## config.mk

```make
export PLATFORM = sky130hd
export DESIGN_NAME = bcbp_ram
export DESIGN_NICKNAME = d
export VERILOG_FILES = /design/src/sv/bcbp_ram.sv
export SDC_FILE = /design/constraint.sdc
export NUM_CORES = 1
export LEC_CHECK = 0
export ABC_AREA = 1
export ABC_CLOCK_PERIOD_IN_PS = 1300
export BUFFER_PORTS_ARGS = -buffer_cell sky130_fd_sc_hd__buf_4
export CORE_AREA = 2 2 102 104
export DETAILED_ROUTE_END_ITERATION = 8
export DIE_AREA = 0 0 104 106
export PLACE_DENSITY = 0.73
export SETUP_SLACK_MARGIN = 0.02
export SYNTH_ARGS = -nofsm -noshare
export SYNTH_HDL_FRONTEND = slang
export SYNTH_SLANG_ARGS = --single-unit
```

## constraint.sdc

```tcl
create_clock -name clk -period 1.3 [get_ports clk]
set_input_delay 0.065 -clock clk [delete_from_list [all_inputs] [get_ports clk]]
set_output_delay 0.065 -clock clk [all_outputs]
set_load 0.01 [all_outputs]
```

## src/sv/bcbp_ram.sv

```systemverilog
// Simple dual-port RAM: one write port, one registered read port.
// No dependencies.
module bcbp_ram #(
    parameter int W = 8,
    parameter int D = 16
) (
    input  logic                          clk,
    input  logic                          wr_en,
    input  logic [(D > 1 ? $clog2(D) : 1)-1:0] wr_addr,
    input  logic [W-1:0]                  wr_data,
    input  logic [(D > 1 ? $clog2(D) : 1)-1:0] rd_addr,
    output logic [W-1:0]                  rd_data
);
    logic [W-1:0] mem [D];

    always_ff @(posedge clk)
    begin
        if (wr_en)
        begin
            mem[wr_addr] <= wr_data;
        end
        rd_data <= mem[rd_addr];
    end
endmodule
```

Word level (Yosys, flattened, before mapping)
Memories as Yosys holds them, arrays and structs flattened. A register that Yosys moved wholly into a read port is not among the register bits.
Cells that the tools add are included.
Cells by class
  multiplexer cells: 2
Operators by type and width (count)
  two-way mux 1 bit: 2
Word-level totals
  register bits: 0
  RAM bits: 128
  input port bits: 18
  output and inout bits: 8
  logic and storage cells: 3
  memories: 1
Memory list
  mem: words 16, bits a word 8, read ports 1, clocked after memory_dff 1, wr ports 1, line 14  | logic [W-1:0] mem [D];

Logic depth before layout (Yosys ltp)
Gate-level depths: netlist of run 1.
  depth after elaboration: 2
  depth in mapped cells: 8
  depth with buffers taken out: 7

Worst setup path before layout of run 1
No wires, ideal clock.
  kind: in2reg
  start point: input port wr_addr[2] (netlist name)
  end point: memory mem[10][0] (enable)
  library setup time: 0.370 ns
  arrival time: 0.646 ns
  required time: 0.930 ns
  path slack: 0.284 ns
  stages: 2
  path buffers: 0
  cell sequence: nand3b_1 nor2_1
RTL lines
  start, declared: line 9  | input logic [(D > 1 ? $clog2(D) : 1)-1:0] wr_addr,
  end, declared: line 14
Straight into the memory's write port.

Final worst setup path of run 1
  start point: register rd_data[1] (read register of mem)
  end point: output port rd_data[1]
RTL lines
  start, declared: line 12  | output logic [W-1:0] rd_data
No word-level cell between the ends.

==> results.ini, run 1 <==
[sta]
tns_ns=0
fin_hold_ws_ns=0.1187
finalMaxSlewViolations=0
max_freq_mhz=934.6
finalHoldViolations=0
slew_headroom_pct=74.36
min_period_over_period_pct=82.31
fin_crit_ns=1.070
grt_setup_unrepaired=no
final-setup-viol-count=0
skew_ns=0.01051
tightest_slew_ns=0.3846

[layout]
layout_common_cells=173 x nand2_1, 128 x edfxtp_1, 100 x inv_1, 97 x nand3_1, 45 x buf_4
syn_to_final_growth_pct=17.92
diodes=0
final_common_cell=nand2_1
instances_no_fill=754
n_fill_cell=783
drive_above_1_share_pct=12.46
fin_nets=623

[pwr]
p_per_area_nw_per_um2=1435
leakage_nw=2.971
ir_drop_v=0.0007288

[clock_network]
cts_tree=built
numCtsBuffers=17
clock-root-buffer=clkbuf_8
htree_levels=4
max-clock-path-buffers=2
ctsResizeCount=0
path_clk_slew_ns=0.06
insertion_delay_ns=0.52
clkSinkCount=136

[logic_synthesis]
synthDistinctLibCells=12
syn_inst=551
seq_area_frac_synth_pct=69.43
ys_ff_latch=136
avgSynthCellArea_um2=10.47
ys_warn_count=0
synth_fp_nets=569
synth_area_um2=5767

[setup_path]
end_kind=output port
cp_num_buf_inv=1
slowest_stage=dfxtp_1
max_stage_delay_ns=0.36
critPathTopFamily=flip-flops
path_class=flip-flop to output port
crit_path_start_kind=flip-flop
cp_max_fo=1
cp.required_ns=1.24
crit_chain=buf_4
worstPathArrival_ns=1.00

[global_route]
grt_pass1_vias=3860
grt_pass1_wl_um=20110
grt_antenna_before_repair=0
grt_use_total_pct=24.84
grt_max_degree=34
overflow=0

[floorplan]
die_w_um=104
core-area_um2=10000
die_h_um=106
die-area_um2=11020
start_util_pct=57.67
fp-row-count=37
io_pins=26

[routing]
drc_errors=0
viasPerCell=5.206
routed_wl_um=12620
postRouteAntennaNets=0
drtIter0Drc=290
vias=3925
post_drt_wl_per_cell_um=16.74
drtPass1Iterations=5

[status]
status=finished, final reports clean

[run]
maxCapViolations=0

[place]
place.gp.congestion=0.8610
port_buffers=25
dp_hpwl_um=7649
dp_cells=712

[hold_path]
holdCritPathClass=primary input to flip-flop

-- layout make-up --
class                      instances  area, um^2  share of cell area [%]
timing repair buffer              59       518.0                   7.617
sequential                       136        4004                   58.88
clock buffer                      21       429.2                   6.311
clock inverter                    11       82.58                   1.214
multi-input combinational        289        1214                   17.85
tap                              136       170.2                   2.502
inverter                         102       382.9                   5.630
-- repair_timing --
item,CTS,global route
hold buffers,10,0
buffers inserted,0,0
endpoints found under the hold margin,136,0
-- flip-flops by register name (all words and copies together) (netlist names) --
register  count
mem         128
rd_data       8
-- routing by layer --
layer | up-vias | GRT usage [%] | routed length, um
met4 | 0 | 9.556 | 274
met2 | 139 | 42.29 | 6545
met5 | - | 0 | 0
met3 | 23 | 5.763 | 677
met1 | 1882 | 31.15 | 5126
li1 | 1881 | - | -
-- tightest hold or removal path: stages --
cell and delay (ns):
buf_4 0.15, nand2_1 0.06, nand3_1 0.07, nand3_1 0.07, nand3_1 0.11, nand2_1 0.06
-- kinds of logic (layout without fill, tap and decap cells) --
family / Yosys count / in the layout / synth area share (%)
AND/OR/NAND/NOR: 289 / 289 / 21.05
flip-flops: 136 / 136 / 69.43
buffers and inverters: 126 / 193 / 9.525
-- final timing paths --
kind | from | to | slack (ns) | cells after the start
max | rd_data[1] | rd_data[1] | 0.23 | 1
min | rd_addr[0] | rd_data[1] | 0.12 | 6
max reg2reg | mem[0][6] | rd_data[6] | 0.28 | 6
min reg2reg | mem[14][4] | rd_data[4] | 0.66 | 6
-- report_power, final --
group | internal, mW | switching, mW
logic | 0.243 | 0.431
clock network | 2.49 | 1.66
registers | 4.90 | 0.0311
total | 7.64 | 2.12
-- through the flow --
step / cell area (um^2) / utilization [%] / worst slack, ns / total power, mW
global route: 6800 / 68.01 / 0.1755 / 10.10
global placement: 6188 / 61.89 / 0.2000 / 5.653
floorplan: 5767 / - / 0.2842 / 5.377
CTS: 6800 / 68.01 / 0.2009 / 9.798
finish: 6800 / 68.01 / 0.2300 / 9.758
detailed placement: 6188 / 61.89 / 0.1770 / 5.670
-- synth_stat cells (all sizes together) --
master | count | share of area, %
nand3b | 2 | 0.26
nand2 | 173 | 11
nor2 | 17 | 1.1
dfxtp | 8 | 2.8
nand3 | 97 | 8.4
buf | 24 | 2.9
edfxtp | 128 | 67
inv | 102 | 6.6
Note: power is estimated with default switching activity, not from simulation.
==> run 2: changes to the inputs <==
- ABC_CLOCK_PERIOD_IN_PS: 1300 -> 1000
- clock period: 1.3 -> 1 ns (I/O delays scaled with it)
==> results.ini, run 2 (synthesis results as in run 1) <==
[setup_path]
worstPathArrival_ns=0.97
r2r_start=mem[1][2]
cp_num_buf_inv=1
critPathTopFamily=flip-flops
reg2reg_to=rd_data[2]
crit_chain=buf_6
cp.required_ns=0.95
reg2regPathDepth=6
r2r_slack_ns=0.02
crit_path_start_kind=flip-flop
end_kind=output port
cp_max_fo=1
slowest_stage=dfxtp_2
max_stage_delay_ns=0.35
path_class=flip-flop to output port

[sta]
finalMaxSlewViolations=0
tns_ns=-0.04050
max_freq_mhz=977.7
fin_crit_ns=1.023
slew_headroom_pct=72.40
tightest_slew_ns=0.4135
fin_hold_ws_ns=0.1071
final-setup-viol-count=3
grt_setup_unrepaired=yes
worst_slack_ns=-0.02281
min_period_over_period_pct=102.3
skew_ns=0.008785
finalHoldViolations=0

[layout]
drive_above_1_share_pct=20.65
layout_common_cells=166 x nand2_1, 128 x edfxtp_1, 100 x inv_1, 65 x nand3_1, 36 x buf_4
fin_nets=625
instances_no_fill=756
n_fill_cell=694
utilization_pct=71.51
regMostFlops=mem
largest_registers=mem x128, rd_data x8
diodes=0
syn_to_final_growth_pct=24.00
largest_register_ffs=128
final_common_cell=nand2_1

[status]
status=finished with violations
violations=negative setup slack

[global_route]
use_met3_pct=6.376
grt_antenna_before_repair=0
met1_usage_pct=31.94
grt_max_degree=34
grt_use_total_pct=25.08
use_met2_pct=41.49
grt_pass1_vias=3816
grt_pass1_wl_um=20190
overflow=0
grt_busiest_layer=met2

[hold_path]
worstHoldStart=rd_addr[0]
holdCritPathClass=primary input to flip-flop
min_path_cells=6
whs_endpoint=rd_data[4]

[clock_network]
post_cts_buffers=0
insertion_delay_ns=0.52
max-clock-path-buffers=2
clock-root-buffer=clkbuf_8
clkSinkCount=136
path_clk_slew_ns=0.06
numCtsBuffers=17
cts_tree=built
htree_levels=4

[pwr]
p_clk_share_pct=44.6
internal_power_mw=10.58
p_sw_share_pct=21.25
p_total_mw=13.43
p_comb_share_pct=7.5
leakage_nw=3.110
ir_drop_v=0.001380
power_frac_seq_pct=47.9
p_switching_mw=2.855
p_per_area_nw_per_um2=1878

[routing]
drc_errors=0
vias=3988
postRouteAntennaNets=0
drtPass1Iterations=5
routed_wl_um=13090
drtIter0Drc=352
post_drt_wl_per_cell_um=17.32
viasPerCell=5.275

[floorplan]
core-area_um2=10000
fp-row-count=37
die-area_um2=11020
io_pins=26
die_h_um=106
start_util_pct=57.67
die_w_um=104

[run]
maxCapViolations=0

[place]
port_buffers=25
dp_cells=714
place.gp.congestion=0.8547
dp_hpwl_um=7877

==> run 2: cell count changes in the layout (fill, tap and decap cells not counted), sizes merged <==
cell	before	now
buf	49	51
clkinvlp	2	0
clkinv	8	5
clkbuf	21	25
bufinv	1	2
==> run 2: cell type report <==
type                    instances  area, um^2  share of cell area, %
clock inverters                 7       92.59                  1.295
flip-flops and latches        136        4014                  56.13
inverters                     102       382.9                  5.354
well taps                     136       170.2                  2.380
repair buffers                 61       600.6                  8.399
multi-input cells             289        1406                  19.67
clock buffers                  25       484.2                  6.772
==> run 2: routing by layer <==
metal	vias up	routed length [um]
li1	1887	-
met1	1884	5031
met2	190	6691
met3	27	1050
met4	0	318
met5	-	0
==> run 2: what timing repair did <==
| item | in CTS | in global routing |
|---|---|---|
| resized for setup | 26 | 31 |
| gates cloned | 0 | 0 |
| setup endpoints to repair | 14 | 16 |
| hold buffers | 10 | 0 |
| pin swaps | 2 | 25 |
| endpoints found under the hold margin | 136 | 0 |
==> run 2: power by group through the flow <==
stage,combinational [mW],clock [mW],sequential (mW)
5_1_grt,1.10,6.29,6.44
2_1_floorplan,0.450,0,6.54
3_3_place_gp,0.848,0,6.53
3_5_place_dp,0.870,0,6.53
4_1_cts,0.953,6.05,6.43
6_report,1.01,5.99,6.43
==> run 2: worst max path at each step <==
stage                       endpoint  startpoint  cells past startpoint  slack, ns
after CTS                 rd_data[1]  rd_data[1]                      1      -0.05
after floorplan            mem[4][0]  wr_addr[3]                      2    -0.0008
after global placement    rd_data[5]  rd_addr[0]                      8      -0.09
after global routing      rd_data[1]  rd_data[1]                      1      -0.06
final                     rd_data[6]  rd_data[6]                      1      -0.02
after detailed placement  rd_data[7]  rd_addr[0]                      8      -0.11
==> run 2: worst register-to-register path, stage by stage (launching register included) <==
cell and delay (ns):
edfxtp_1 0.40, inv_1 0.07, nand2_1 0.06, nand3_2 0.07, nand3_2 0.10, nand3_2 0.10, nand2_2 0.06
==> run 2: through the flow <==
| stage | instance area, um^2 | setup WS (ns) |
|---|---|---|
| floorplan | 5767 | -0.0008445 |
| global placement | 6241 | -0.08910 |
| detailed placement | 6241 | -0.1146 |
| CTS | 7012 | -0.05392 |
| global route | 7151 | -0.05531 |
| finish | 7151 | -0.02281 |
==> run 3: changes to the inputs <==
- ABC_CLOCK_PERIOD_IN_PS: 1000 -> 1120
- clock period: 1 -> 1.12 ns (I/O delays scaled with it)
==> results.ini, run 3 (synthesis results as in run 1) <==
[setup_path]
slowest_stage=dfxtp_1
r2r_start=mem[3][5]
critPathTopFamily=flip-flops
end_kind=output port
crit_chain=buf_4
cp.required_ns=1.06
reg2reg_to=rd_data[5]
cp_num_buf_inv=1
crit_path_start_kind=flip-flop
worstPathArrival_ns=1.01
reg2regPathDepth=6
r2r_slack_ns=0.10
cp_max_fo=1
max_stage_delay_ns=0.36
path_class=flip-flop to output port

[status]
status=finished, final reports clean

[routing]
post_drt_wl_per_cell_um=17.57
drtPass1Iterations=5
drtIter0Drc=289
viasPerCell=5.218
drc_errors=0
vias=3929
postRouteAntennaNets=0
routed_wl_um=13230

[global_route]
grt_pass1_wl_um=20530
overflow=0
grt_max_degree=65
grt_use_total_pct=25.48
grt_antenna_before_repair=0
grt_pass1_vias=3968

[layout]
drive_above_1_share_pct=13.13
instances_no_fill=753
layout_common_cells=173 x nand2_1, 128 x edfxtp_1, 100 x inv_1, 97 x nand3_1, 42 x buf_4
final_cell_area_um2=6965
largest_registers=mem x128, rd_data x8
syn_to_final_growth_pct=20.79
final_common_cell=nand2_1
diodes=0
fin_nets=622
regMostFlops=mem
largest_register_ffs=128

[clock_network]
htree_levels=4
path_clk_slew_ns=0.06
insertion_delay_ns=0.52
clock-root-buffer=clkbuf_8
numCtsBuffers=17
cts_tree=built
clkSinkCount=136
post_cts_buffers=0
max-clock-path-buffers=2

[place]
port_buffers=25
dp_hpwl_um=7995
place.gp.congestion=0.8592
dp_cells=711
place_area_um2=6206

[sta]
final-setup-viol-count=0
min_period_over_period_pct=95.04
skew_ns=0.006955
fin_crit_ns=1.064
tns_ns=0
grt_setup_unrepaired=no
slew_headroom_pct=80.07
fin_hold_ws_ns=0.04288
finalHoldViolations=0
max_freq_mhz=939.5
finalMaxSlewViolations=0
tightest_slew_ns=0.2989

[hold_path]
holdCritPathClass=primary input to flip-flop
worstHoldStart=wr_en
whs_endpoint=mem[3][7]
min_path_cells=3

[pwr]
leakage_nw=3.041
ir_drop_v=0.001297
p_per_area_nw_per_um2=1819

[floorplan]
fp-row-count=37
die_h_um=106
start_util_pct=57.67
die_w_um=104
core-area_um2=10000
io_pins=26
die-area_um2=11020

[run]
maxCapViolations=0

## run 3: cell types whose count changed in the layout (fill, tap and decap cells not counted), moves of 3 or more
cell / change
nand3_1: +32
nand2_2: -7
dfxtp_1: +7
dfxtp_2: -7
clkbuf_1: -3
buf_4: +6
bufinv_16: +4
nand2_1: +7
clkbuf_8: -3
nand3_2: -30
buf_6: -8
## run 3: stage by stage
step	util [%]	power (mW)	setup WS [ns]
final	69.66	12.67	0.05555
after global routing	69.66	13.00	0.02191
after CTS	69.66	12.72	0.03457
after detailed placement	62.06	6.607	0.009542
after global placement	62.06	6.581	0.03219
after floorplan	-	6.241	0.1132
## run 3: cell type report
cell class	instances	area [um^2]
inverter	102	382.9
tap	136	170.2
multi-input combinational	289	1214
sequential	136	4005
clock buffer	19	431.7
timing repair buffer	58	535.5
fill	761	3034
clock inverter	13	226.5
## run 3: worst max path at each step
stage | startpoint | to | slack (ns) | cells after the start
6_report | rd_data[4] | rd_data[4] | 0.06 | 1
5_1_grt | rd_data[4] | rd_data[4] | 0.02 | 1
4_1_cts | rd_data[0] | rd_data[0] | 0.03 | 1
3_5_place_dp | rd_addr[0] | rd_data[7] | 0.01 | 7
2_1_floorplan | wr_addr[2] | mem[10][0] | 0.11 | 2
3_3_place_gp | wr_addr[2] | mem[10][6] | 0.03 | 4
## run 3: per-layer routing
metal / global-route usage, % / vias to the layer above / wire length [um] / share of wire (%)
met5: 0 / - / 0 / 0
met4: 9.556 / 0 / 266 / 2.0
met3: 5.579 / 27 / 645 / 4.9
met2: 43.70 / 123 / 6784 / 51
met1: 32.01 / 1899 / 5531 / 42
li1: - / 1880 / - / -
## run 3: what timing repair did
action	CTS	global route
gates resized for setup	1	0
endpoints found under the hold margin	136	0
hold buffers	10	0
setup endpoints to repair	1	0
## run 3: power breakdown
group | leakage (nW) | total, mW | switching, mW | internal (mW)
combinational | 1.50 | 0.802 | 0.512 | 0.290
sequential | 1.22 | 5.73 | 0.0419 | 5.69
clock | 0.315 | 6.14 | 2.03 | 4.11
total | 3.04 | 12.7 | 2.58 | 10.1
